`src/hdl/arac_pkg.sv`:
```
// Shared types and constants for the alert retransmission controller.
// Holds mode, action, journal and register index codes, the retry backoff windows
// with their reciprocal constants, and the structs passed between pipeline stages.
`default_nettype none

package arac_pkg;

    localparam int ID_W      = 32;
    localparam int TIMER_W   = 20;
    localparam int COUNT_W   = 8;
    localparam int JIT_W     = 16;
    localparam int BACKOFF_W = 14;
    localparam int SPAN_W    = 12;
    localparam int CFG_W     = 20;
    localparam int NUM_WIN   = 4;
    localparam int QUOT_W    = 8;
    localparam int RECIP_SH  = 32;
    localparam int RECIP_W   = 24;

    typedef enum logic [2:0] {
        MODE_IDLE      = 3'd0,
        MODE_PENDING   = 3'd1,
        MODE_WAITING   = 3'd2,
        MODE_CONFIRMED = 3'd3,
        MODE_FAILED    = 3'd4
    } mode_t;

    typedef enum logic [1:0] {
        ACT_TICK    = 2'd0,
        ACT_TRIGGER = 2'd1,
        ACT_ACK     = 2'd2,
        ACT_RESUME  = 2'd3
    } action_t;

    typedef enum logic [1:0] {
        JOP_NONE         = 2'd0,
        JOP_SAVE_PENDING = 2'd1,
        JOP_SAVE_ACKED   = 2'd2
    } jop_t;

    localparam logic [1:0] CFG_ACK_TIMEOUT  = 2'd0;
    localparam logic [1:0] CFG_RETRY_LIMIT  = 2'd1;
    localparam logic [1:0] CFG_FAILED_REARM = 2'd2;

    localparam logic [TIMER_W-1:0] CONFIRM_HOLD_TICKS = 20'd1000;
    localparam logic [TIMER_W-1:0] RESUME_DELAY_TICKS = 20'd500;
    localparam logic [TIMER_W-1:0] ACK_TIMEOUT_RESET  = 20'd3000;
    localparam logic [COUNT_W-1:0] RETRY_LIMIT_RESET  = 8'd4;
    localparam logic [TIMER_W-1:0] FAILED_REARM_RESET = 20'd60000;

    // Backoff windows, one per retry number; the last one serves all later retries.
    localparam logic [BACKOFF_W-1:0] WIN_LO [NUM_WIN] = '{14'd600, 14'd1800, 14'd4000, 14'd8000};
    localparam logic [BACKOFF_W-1:0] WIN_HI [NUM_WIN] = '{14'd900, 14'd2400, 14'd5000, 14'd10000};

    localparam logic [SPAN_W-1:0] WIN_SPAN [NUM_WIN] = '{
        SPAN_W'(WIN_HI[0] - WIN_LO[0] + 14'd1),
        SPAN_W'(WIN_HI[1] - WIN_LO[1] + 14'd1),
        SPAN_W'(WIN_HI[2] - WIN_LO[2] + 14'd1),
        SPAN_W'(WIN_HI[3] - WIN_LO[3] + 14'd1)
    };

    // Rounded-up reciprocals scaled by 2^32; exact for any 16-bit dividend.
    localparam logic [RECIP_W-1:0] WIN_RECIP [NUM_WIN] = '{
        RECIP_W'(((64'd1 << RECIP_SH) + 64'(WIN_SPAN[0]) - 64'd1) / 64'(WIN_SPAN[0])),
        RECIP_W'(((64'd1 << RECIP_SH) + 64'(WIN_SPAN[1]) - 64'd1) / 64'(WIN_SPAN[1])),
        RECIP_W'(((64'd1 << RECIP_SH) + 64'(WIN_SPAN[2]) - 64'd1) / 64'(WIN_SPAN[2])),
        RECIP_W'(((64'd1 << RECIP_SH) + 64'(WIN_SPAN[3]) - 64'd1) / 64'(WIN_SPAN[3]))
    };

    typedef struct packed {
        action_t                          action;
        logic [ID_W-1:0]                  new_event_id;
        logic [COUNT_W-1:0]               resume_attempt;
        logic [ID_W-1:0]                  ack_event_id;
        logic                             ack_frame_is_ack;
        logic                             origin_matches;
        logic [JIT_W-1:0]                 jitter;
        logic [NUM_WIN-1:0][QUOT_W-1:0]   jit_quot;
    } item_t;

    typedef struct packed {
        logic                   transmit_now;
        logic [ID_W-1:0]        tx_event_id;
        logic [COUNT_W-1:0]     tx_attempt;
        mode_t                  fsm_code;
        jop_t                   journal_op;
        logic [BACKOFF_W-1:0]   backoff_chosen;
        logic                   failed_now;
        logic                   confirmed_now;
    } result_t;

endpackage

`default_nettype wire

```
`src/hdl/alert_retransmit_ack_controller.sv`:
```
// Structure: an input register feeds the decision logic, whose result is loaded into the result
// register when that register is empty or is being emptied; out_ready low holds the word back.
// Throughput: one word per cycle while out_ready stays high; every word's decision and state
// update happen in one pass between the input register and the result register.
// Reset: asynchronous active low; clears the mode, counters, timer and valid flags and loads
// the configuration registers with their default values. No clearing pass is needed.
`default_nettype none

module alert_retransmit_ack_controller
    import arac_pkg::*;
(
    input  wire logic                   clk,
    input  wire logic                   rst_n,
    input  wire logic                   cfg_we,
    input  wire logic [1:0]             cfg_index,
    input  wire logic [CFG_W-1:0]       cfg_wdata,
    input  wire logic                   in_valid,
    output logic                        in_ready,
    input  wire logic [1:0]             action,
    input  wire logic [ID_W-1:0]        new_event_id,
    input  wire logic [COUNT_W-1:0]     resume_attempt,
    input  wire logic [ID_W-1:0]        ack_event_id,
    input  wire logic                   ack_frame_is_ack,
    input  wire logic                   origin_matches,
    input  wire logic [JIT_W-1:0]       jitter,
    output logic                        out_valid,
    input  wire logic                   out_ready,
    output logic                        transmit_now,
    output logic [ID_W-1:0]             tx_event_id,
    output logic [COUNT_W-1:0]          tx_attempt,
    output logic [2:0]                  fsm_code,
    output logic [1:0]                  journal_op,
    output logic [BACKOFF_W-1:0]        backoff_chosen,
    output logic                        failed_now,
    output logic                        confirmed_now
);

    item_t   item;
    logic    item_valid;
    logic    advance;
    result_t result;
    result_t out_word;

    arac_in_stage u_in_stage (
        .clk              (clk),
        .rst_n            (rst_n),
        .in_valid         (in_valid),
        .in_ready         (in_ready),
        .action           (action),
        .new_event_id     (new_event_id),
        .resume_attempt   (resume_attempt),
        .ack_event_id     (ack_event_id),
        .ack_frame_is_ack (ack_frame_is_ack),
        .origin_matches   (origin_matches),
        .jitter           (jitter),
        .advance          (advance),
        .item_valid       (item_valid),
        .item             (item)
    );

    arac_ctrl u_ctrl (
        .clk       (clk),
        .rst_n     (rst_n),
        .cfg_we    (cfg_we),
        .cfg_index (cfg_index),
        .cfg_wdata (cfg_wdata),
        .item      (item),
        .advance   (advance),
        .result    (result)
    );

    arac_out_stage u_out_stage (
        .clk        (clk),
        .rst_n      (rst_n),
        .item_valid (item_valid),
        .result     (result),
        .out_ready  (out_ready),
        .advance    (advance),
        .out_valid  (out_valid),
        .out_word   (out_word)
    );

    assign transmit_now   = out_word.transmit_now;
    assign tx_event_id    = out_word.tx_event_id;
    assign tx_attempt     = out_word.tx_attempt;
    assign fsm_code       = out_word.fsm_code;
    assign journal_op     = out_word.journal_op;
    assign backoff_chosen = out_word.backoff_chosen;
    assign failed_now     = out_word.failed_now;
    assign confirmed_now  = out_word.confirmed_now;

endmodule

`default_nettype wire

```
`src/hdl/arac_in_stage.sv`:
```
// Input register of the alert retransmission controller.
// Captures one input word and precomputes the jitter quotient for every backoff window.
// Depends on arac_pkg.
`default_nettype none

module arac_in_stage
    import arac_pkg::*;
(
    input  wire logic                 clk,
    input  wire logic                 rst_n,
    input  wire logic                 in_valid,
    output logic                      in_ready,
    input  wire logic [1:0]           action,
    input  wire logic [ID_W-1:0]      new_event_id,
    input  wire logic [COUNT_W-1:0]   resume_attempt,
    input  wire logic [ID_W-1:0]      ack_event_id,
    input  wire logic                 ack_frame_is_ack,
    input  wire logic                 origin_matches,
    input  wire logic [JIT_W-1:0]     jitter,
    input  wire logic                 advance,
    output logic                      item_valid,
    output item_t                     item
);

    logic  valid_reg;
    logic  valid_next;
    item_t item_reg;
    item_t item_next;

    logic [JIT_W+RECIP_W-1:0] quot_prod [NUM_WIN];

    assign in_ready   = !valid_reg || advance;
    assign item_valid = valid_reg;
    assign item       = item_reg;

    always_comb
    begin
        for (int w = 0; w < NUM_WIN; w++)
        begin
            quot_prod[w] = (JIT_W+RECIP_W)'(jitter) * (JIT_W+RECIP_W)'(WIN_RECIP[w]);
        end
    end

    always_comb
    begin
        item_next.action           = action_t'(action);
        item_next.new_event_id     = new_event_id;
        item_next.resume_attempt   = resume_attempt;
        item_next.ack_event_id     = ack_event_id;
        item_next.ack_frame_is_ack = ack_frame_is_ack;
        item_next.origin_matches   = origin_matches;
        item_next.jitter           = jitter;
        for (int w = 0; w < NUM_WIN; w++)
        begin
            item_next.jit_quot[w] = quot_prod[w][RECIP_SH +: QUOT_W];
        end
    end

    always_comb
    begin
        valid_next = valid_reg;
        if (in_valid && in_ready)
        begin
            valid_next = 1'b1;
        end
        else if (advance)
        begin
            valid_next = 1'b0;
        end
    end

    always_ff @(posedge clk or negedge rst_n)
    begin
        if (!rst_n)
        begin
            valid_reg <= 1'b0;
        end
        else
        begin
            valid_reg <= valid_next;
        end
    end

    always_ff @(posedge clk)
    begin
        if (in_valid && in_ready)
        begin
            item_reg <= item_next;
        end
    end

endmodule

`default_nettype wire

```
`src/hdl/arac_ctrl.sv`:
```
// Retransmission state machine with its configuration registers.
// Decides each word from the input register and the held state in one pass.
// Depends on arac_pkg.
`default_nettype none

module arac_ctrl
    import arac_pkg::*;
(
    input  wire logic               clk,
    input  wire logic               rst_n,
    input  wire logic               cfg_we,
    input  wire logic [1:0]         cfg_index,
    input  wire logic [CFG_W-1:0]   cfg_wdata,
    input  wire item_t              item,
    input  wire logic               advance,
    output result_t                 result
);

    logic [TIMER_W-1:0] ack_timeout_reg;
    logic [COUNT_W-1:0] retry_limit_reg;
    logic [TIMER_W-1:0] failed_rearm_reg;

    mode_t              mode_reg,    mode_next;
    logic [COUNT_W-1:0] retries_reg, retries_next;
    logic [TIMER_W-1:0] time_reg,    time_next;
    logic               pending_reg, pending_next;
    logic [ID_W-1:0]    event_reg,   event_next;

    logic [TIMER_W-1:0]   time_dec;
    logic                 due;
    logic                 ack_ok;
    logic [COUNT_W-1:0]   retries_inc;
    logic [1:0]           win_sel;
    logic [SPAN_W-1:0]    span_sel;
    logic [QUOT_W-1:0]    quot_sel;
    logic [TIMER_W-1:0]   quot_mul;
    logic [TIMER_W-1:0]   rem_raw;
    logic [SPAN_W-1:0]    rem;
    logic [BACKOFF_W-1:0] backoff;

    always_ff @(posedge clk or negedge rst_n)
    begin
        if (!rst_n)
        begin
            ack_timeout_reg  <= ACK_TIMEOUT_RESET;
            retry_limit_reg  <= RETRY_LIMIT_RESET;
            failed_rearm_reg <= FAILED_REARM_RESET;
        end
        else if (cfg_we)
        begin
            if (cfg_index == CFG_ACK_TIMEOUT)
            begin
                ack_timeout_reg <= cfg_wdata;
            end
            else if (cfg_index == CFG_RETRY_LIMIT)
            begin
                retry_limit_reg <= cfg_wdata[COUNT_W-1:0];
            end
            else if (cfg_index == CFG_FAILED_REARM)
            begin
                failed_rearm_reg <= cfg_wdata;
            end
        end
    end

    // Backoff: window minimum plus jitter modulo the window span.
    // The quotient comes from the input register; one correction step covers rounding.
    always_comb
    begin
        retries_inc = retries_reg + 8'd1;
        win_sel     = (retries_inc >= 8'd4) ? 2'd3 : 2'(retries_inc - 8'd1);
        span_sel    = WIN_SPAN[win_sel];
        quot_sel    = item.jit_quot[win_sel];
        quot_mul    = TIMER_W'(quot_sel) * TIMER_W'(span_sel);
        rem_raw     = TIMER_W'(item.jitter) - quot_mul;
        if (rem_raw >= TIMER_W'(span_sel))
        begin
            rem_raw = rem_raw - TIMER_W'(span_sel);
        end
        rem     = rem_raw[SPAN_W-1:0];
        backoff = WIN_LO[win_sel] + BACKOFF_W'(rem);
    end

    always_comb
    begin
        time_dec = (time_reg != '0) ? time_reg - 20'd1 : '0;
        due      = (time_dec == '0);
        ack_ok   = (mode_reg == MODE_WAITING) && pending_reg && item.ack_frame_is_ack
                   && item.origin_matches && (item.ack_event_id == event_reg);
    end

    always_comb
    begin
        mode_next    = mode_reg;
        retries_next = retries_reg;
        time_next    = time_reg;
        pending_next = pending_reg;
        event_next   = event_reg;
        result       = '0;

        unique case (item.action)
            ACT_TICK:
            begin
                time_next = time_dec;
                if (due)
                begin
                    unique case (mode_reg)
                        MODE_PENDING:
                        begin
                            if (pending_reg)
                            begin
                                result.transmit_now = 1'b1;
                                result.journal_op   = JOP_SAVE_PENDING;
                                mode_next           = MODE_WAITING;
                                time_next           = ack_timeout_reg;
                            end
                        end
                        MODE_WAITING:
                        begin
                            if (pending_reg)
                            begin
                                result.journal_op = JOP_SAVE_PENDING;
                                if (retries_reg >= retry_limit_reg)
                                begin
                                    result.failed_now = 1'b1;
                                    mode_next         = MODE_FAILED;
                                    time_next         = failed_rearm_reg;
                                end
                                else
                                begin
                                    retries_next          = retries_inc;
                                    result.backoff_chosen = backoff;
                                    mode_next             = MODE_PENDING;
                                    time_next             = TIMER_W'(backoff);
                                end
                            end
                        end
                        MODE_CONFIRMED:
                        begin
                            mode_next = MODE_IDLE;
                        end
                        MODE_FAILED:
                        begin
                            if (pending_reg)
                            begin
                                retries_next = '0;
                                mode_next    = MODE_PENDING;
                                time_next    = '0;
                            end
                        end
                        default:
                        begin
                            mode_next = mode_reg;
                        end
                    endcase
                end
            end
            ACT_TRIGGER:
            begin
                event_next        = item.new_event_id;
                retries_next      = '0;
                pending_next      = 1'b1;
                result.journal_op = JOP_SAVE_PENDING;
                mode_next         = MODE_PENDING;
                time_next         = '0;
            end
            ACT_ACK:
            begin
                if (ack_ok)
                begin
                    result.confirmed_now = 1'b1;
                    result.journal_op    = JOP_SAVE_ACKED;
                    pending_next         = 1'b0;
                    event_next           = '0;
                    retries_next         = '0;
                    mode_next            = MODE_CONFIRMED;
                    time_next            = CONFIRM_HOLD_TICKS;
                end
            end
            ACT_RESUME:
            begin
                event_next   = item.new_event_id;
                retries_next = item.resume_attempt;
                pending_next = 1'b1;
                mode_next    = MODE_PENDING;
                time_next    = RESUME_DELAY_TICKS;
            end
            default:
            begin
                mode_next = mode_reg;
            end
        endcase

        result.tx_event_id = event_next;
        result.tx_attempt  = retries_next;
        result.fsm_code    = mode_next;
    end

    always_ff @(posedge clk or negedge rst_n)
    begin
        if (!rst_n)
        begin
            mode_reg    <= MODE_IDLE;
            retries_reg <= '0;
            time_reg    <= '0;
            pending_reg <= 1'b0;
            event_reg   <= '0;
        end
        else if (advance)
        begin
            mode_reg    <= mode_next;
            retries_reg <= retries_next;
            time_reg    <= time_next;
            pending_reg <= pending_next;
            event_reg   <= event_next;
        end
    end

endmodule

`default_nettype wire

```
`src/hdl/arac_out_stage.sv`:
```
// Result register of the alert retransmission controller.
// Holds one finished result word until the consumer takes it. Depends on arac_pkg.
`default_nettype none

module arac_out_stage
    import arac_pkg::*;
(
    input  wire logic     clk,
    input  wire logic     rst_n,
    input  wire logic     item_valid,
    input  wire result_t  result,
    input  wire logic     out_ready,
    output logic          advance,
    output logic          out_valid,
    output result_t       out_word
);

    logic    valid_reg;
    logic    valid_next;
    result_t word_reg;

    // A word moves on when the result register is empty or is being emptied.
    assign advance   = item_valid && (!valid_reg || out_ready);
    assign out_valid = valid_reg;
    assign out_word  = word_reg;

    always_comb
    begin
        valid_next = valid_reg;
        if (advance)
        begin
            valid_next = 1'b1;
        end
        else if (out_ready)
        begin
            valid_next = 1'b0;
        end
    end

    always_ff @(posedge clk or negedge rst_n)
    begin
        if (!rst_n)
        begin
            valid_reg <= 1'b0;
        end
        else
        begin
            valid_reg <= valid_next;
        end
    end

    always_ff @(posedge clk)
    begin
        if (advance)
        begin
            word_reg <= result;
        end
    end

endmodule

`default_nettype wire

```
`config.mk`:
```
export PLATFORM = sky130hd
export DESIGN_NAME = alert_retransmit_ack_controller
export DESIGN_NICKNAME = d
export VERILOG_FILES = /design/src/hdl/arac_pkg.sv /design/src/hdl/alert_retransmit_ack_controller.sv /design/src/hdl/arac_in_stage.sv /design/src/hdl/arac_ctrl.sv /design/src/hdl/arac_out_stage.sv
export SDC_FILE = /design/constraint.sdc
export NUM_CORES = 2
export LEC_CHECK = 0
export BUFFER_PORTS_ARGS = -buffer_cell sky130_fd_sc_hd__buf_4
export CAP_MARGIN = 20
export CELL_PAD_IN_SITES_DETAIL_PLACEMENT = 0
export CELL_PAD_IN_SITES_GLOBAL_PLACEMENT = 1
export CORE_MARGIN = 2
export CORE_UTILIZATION = 55
export DETAILED_ROUTE_END_ITERATION = 7
export PLACE_DENSITY = 0.95
export RECOVER_POWER = 50
export SYNTH_ARGS = -nofsm -noshare
export SYNTH_HDL_FRONTEND = slang
export SYNTH_SLANG_ARGS = --single-unit
```
`constraint.sdc`:
```
create_clock -name clk -period 20.8 [get_ports clk]
set_input_delay 3.12 -clock clk [delete_from_list [all_inputs] [get_ports clk]]
set_output_delay 3.12 -clock clk [all_outputs]
set_load 0.01 [all_outputs]
```
==> impl_metrics.csv <==
group,metric,value,unit
outcome,outcome,"complete, but fails checks",
outcome,violations,"max-capacitance violations, max-slew violations",
critical_path,worstPathArrival,13150,ps
clock_tree,postCtsHoldBufs,0,
layout,finish.net_count,4513,
floorplanning,rows,91,
logic_synthesis,synth_common_cells,"686 x inv_1, 572 x ha_1, 412 x fa_1, 223 x nand2_1, 182 x edfxtp_1",
global_routing,grt_overflow,0,
clock_tree,cts_htree_levels,1,
placement,place.gp.congestion,0.965,
logic_synthesis,yosys-top-cells-area,"fa_1 24%, ha_1 21%, edfxtp_1 16%",
route,ant_nets,0,
floorplanning,pin_count,183,
layout,drive_gt1_share,9.46,%
hold_path,hold_start,"u_in_stage.item_valid",
critical_path,path_common_cell,"inv_1",
placement,hpwl,72900,microns
logic_synthesis,yosys.area.top_type,"fa_1",
sta,worstMarginPinSlew,3430,ps
layout,largest_register_ffs,120,
logic_synthesis,synth_top_family_by_area,"adder cells",
global_routing,grt_max_degree,80,
global_routing,grt_pass1_wl,142000,microns
hold_path,min-delay-path-class,"reg2reg",
clock_tree,cts_setup_buffers,0,
logic_synthesis,synth_edf_count,182,
global_routing,grtUsageTotal,29.1,%
layout,fin_area,37300,sq um
logic_synthesis,syn_inst,3245,
critical_path,r2r_setup_slack,7980,ps
sta,finalCritPeriodShare,61.6,%
sta,whs,486,ps
critical_path,cp-end-kind,"flip-flop",
layout,syn2layout_area_growth,9.27,%
floorplanning,dieHeight,253,microns
clock_tree,clkLatencyLatePin,590,ps
clock_tree,clk_pin_slew,60,ps
run,maxCapViolCount,13,
layout,post-route-util,60.7,%
clock_tree,cts-root-buf,"clkbuf_16",
global_routing,antenna_found_initial,3,
logic_synthesis,muxShareOfSynthArea,2.07,%
sta,tns,0,ps
logic_synthesis,synth_seq_cells,296,
critical_path,reg2reg_to,"u_out_stage.out_word[14]",
route,wirelength,91200,microns
route,vias,24239,
critical_path,worstRegToRegCells,42,
floorplanning,start_util,55.5,%
logic_synthesis,yosysWarnings,0,
logic_synthesis,synthAdderAreaFrac,45.1,%
global_routing,grtUsageMet2,50.2,%
critical_path,cp_num_cells,42,
critical_path,required,21140,ps
placement,postPlaceCellArea,36300,sq um
sta,slew_headroom,-129,%
global_routing,grtUsageMet3,3.92,%
global_routing,first_global_vias,25082,
logic_synthesis,syn_area,34100,sq um
critical_path,path_buf_inv,6,
critical_path,cp_max_fo,25,
logic_synthesis,synth_flop_cell,"edfxtp_1",
logic_synthesis,synthSimpleGateAreaFrac,8.18,%
critical_path,cp-startpoint,"u_ctrl.retries_reg[2]",
logic_synthesis,synth.most_common_cell,"inv_1",
sta,layout_min_cycle_time,12820,ps
logic_synthesis,synth_xor_area_share,2.64,%
layout,multi_input_area,22900,sq um
sta,skew,11.1,ps
sta,setup_violations,0,
clock_tree,numCtsBuffers,31,
critical_path,crit_slowest_cell,"nor4_1",
sta,max_freq,0.0780,GHz
critical_path,cp-start-kind,"flip-flop",
route,drc,0,
critical_path,endpoint,"u_out_stage.out_word[14]",
route,drt_iter0_drc,1801,
floorplanning,core_area,61500,sq um
sta,rsz0062_at_grt,"false",
route,routed_via_density,5.73,
logic_synthesis,synth_compound_area_share,9.13,%
logic_synthesis,ys_seq_area_share,24.4,%
critical_path,r2r_start,"u_ctrl.retries_reg[2]",
critical_path,crit_type,"reg2reg",
layout,fill_cells,5087,
critical_path,slowest_delay,750,ps
layout,seqCellArea,8340,sq um
logic_synthesis,syn_avg_cell_area,10.5,sq um
logic_synthesis,async_flop_share,38.5,%
route,wl_per_cell,21.6,microns
floorplanning,die_w,253,microns
logic_synthesis,ys_types,87,
route,dr.pass1.iters,6,
clock_tree,clk_path_buf_depth,3,
clock_tree,clock_sink_count,296,
global_routing,use_met1,37.4,%
global_routing,top_usage_layer,"met2",
sta,hold_viol_final,0,
clock_tree,cts_resized,0,
placement,place.port_buffers,182,
logic_synthesis,synth_top_area_share,24.2,%
floorplanning,die-area,64100,sq um
sta,slew_violations,324,
clock_tree,cts_tree,"built",
critical_path,crit_family,"simple AND/OR/NAND/NOR gates",
[per-layer routing]
layer,part of all wire (%),up-vias
met3,6.9,214
met5,0,-
met4,4.1,0
met2,50,906
met1,39,11982
li1,-,11137
[area by class of cell]
cell class	count	share of cell area, %
clock inverter	16	0.543
antenna	4	0.0268
sequential	296	22.4
clock buffer	42	2.30
multi-input combinational	2194	61.4
inverter	686	6.91
tap	790	2.65
timing repair buffer	201	3.80
[worst min-delay path by stage]
stage / slack (ps) / cells after the start / endpoint
after floorplan: 460 / 1 / u_out_stage.out_valid
after global placement: 470 / 1 / u_out_stage.out_valid
after detailed placement: 490 / 1 / u_out_stage.out_valid
after CTS: 490 / 1 / u_out_stage.out_valid
after global routing: 520 / 1 / u_ctrl.retry_limit_reg[7]
final: 490 / 1 / u_out_stage.out_valid
[placed cells by master (no fill, tap or decap), types with 31 or more instances in the layout]
cell type,synthesis,final
inv_1,686,685
ha_1,572,572
fa_1,412,412
nand2_1,223,223
edfxtp_1,182,182
nor2_1,130,130
a21oi_1,107,107
buf_4,3,100
dfrtp_1,99,99
o21ai_0,78,78
clkbuf_4,0,77
xor2_1,55,55
mux2_2,52,52
xnor2_1,48,48
a22o_1,42,42
nor3_1,41,41
a21o_1,40,40
nand3_1,32,32
clkbuf_16,0,31
clkbuf_1,51,31
[logic make-up after synthesis]
logic type,after synthesis
xor+xnor,103
compound gates,454
fa+ha+maj,984
simple gates,587
buf+inv,756
flops,296
other cells,1
mux,64
[per-stage QoR]
stage | worst slack, ps | cells
after global placement | 8350 | 4165
final | 7980 | 4229
after global routing | 7020 | 4228
after detailed placement | 8180 | 4165
after floorplan | 10680 | 3246
after CTS | 8130 | 4223
Power is not shown: default switching activity piles up to over one toggle a cycle in this logic, so the estimate is an artifact.
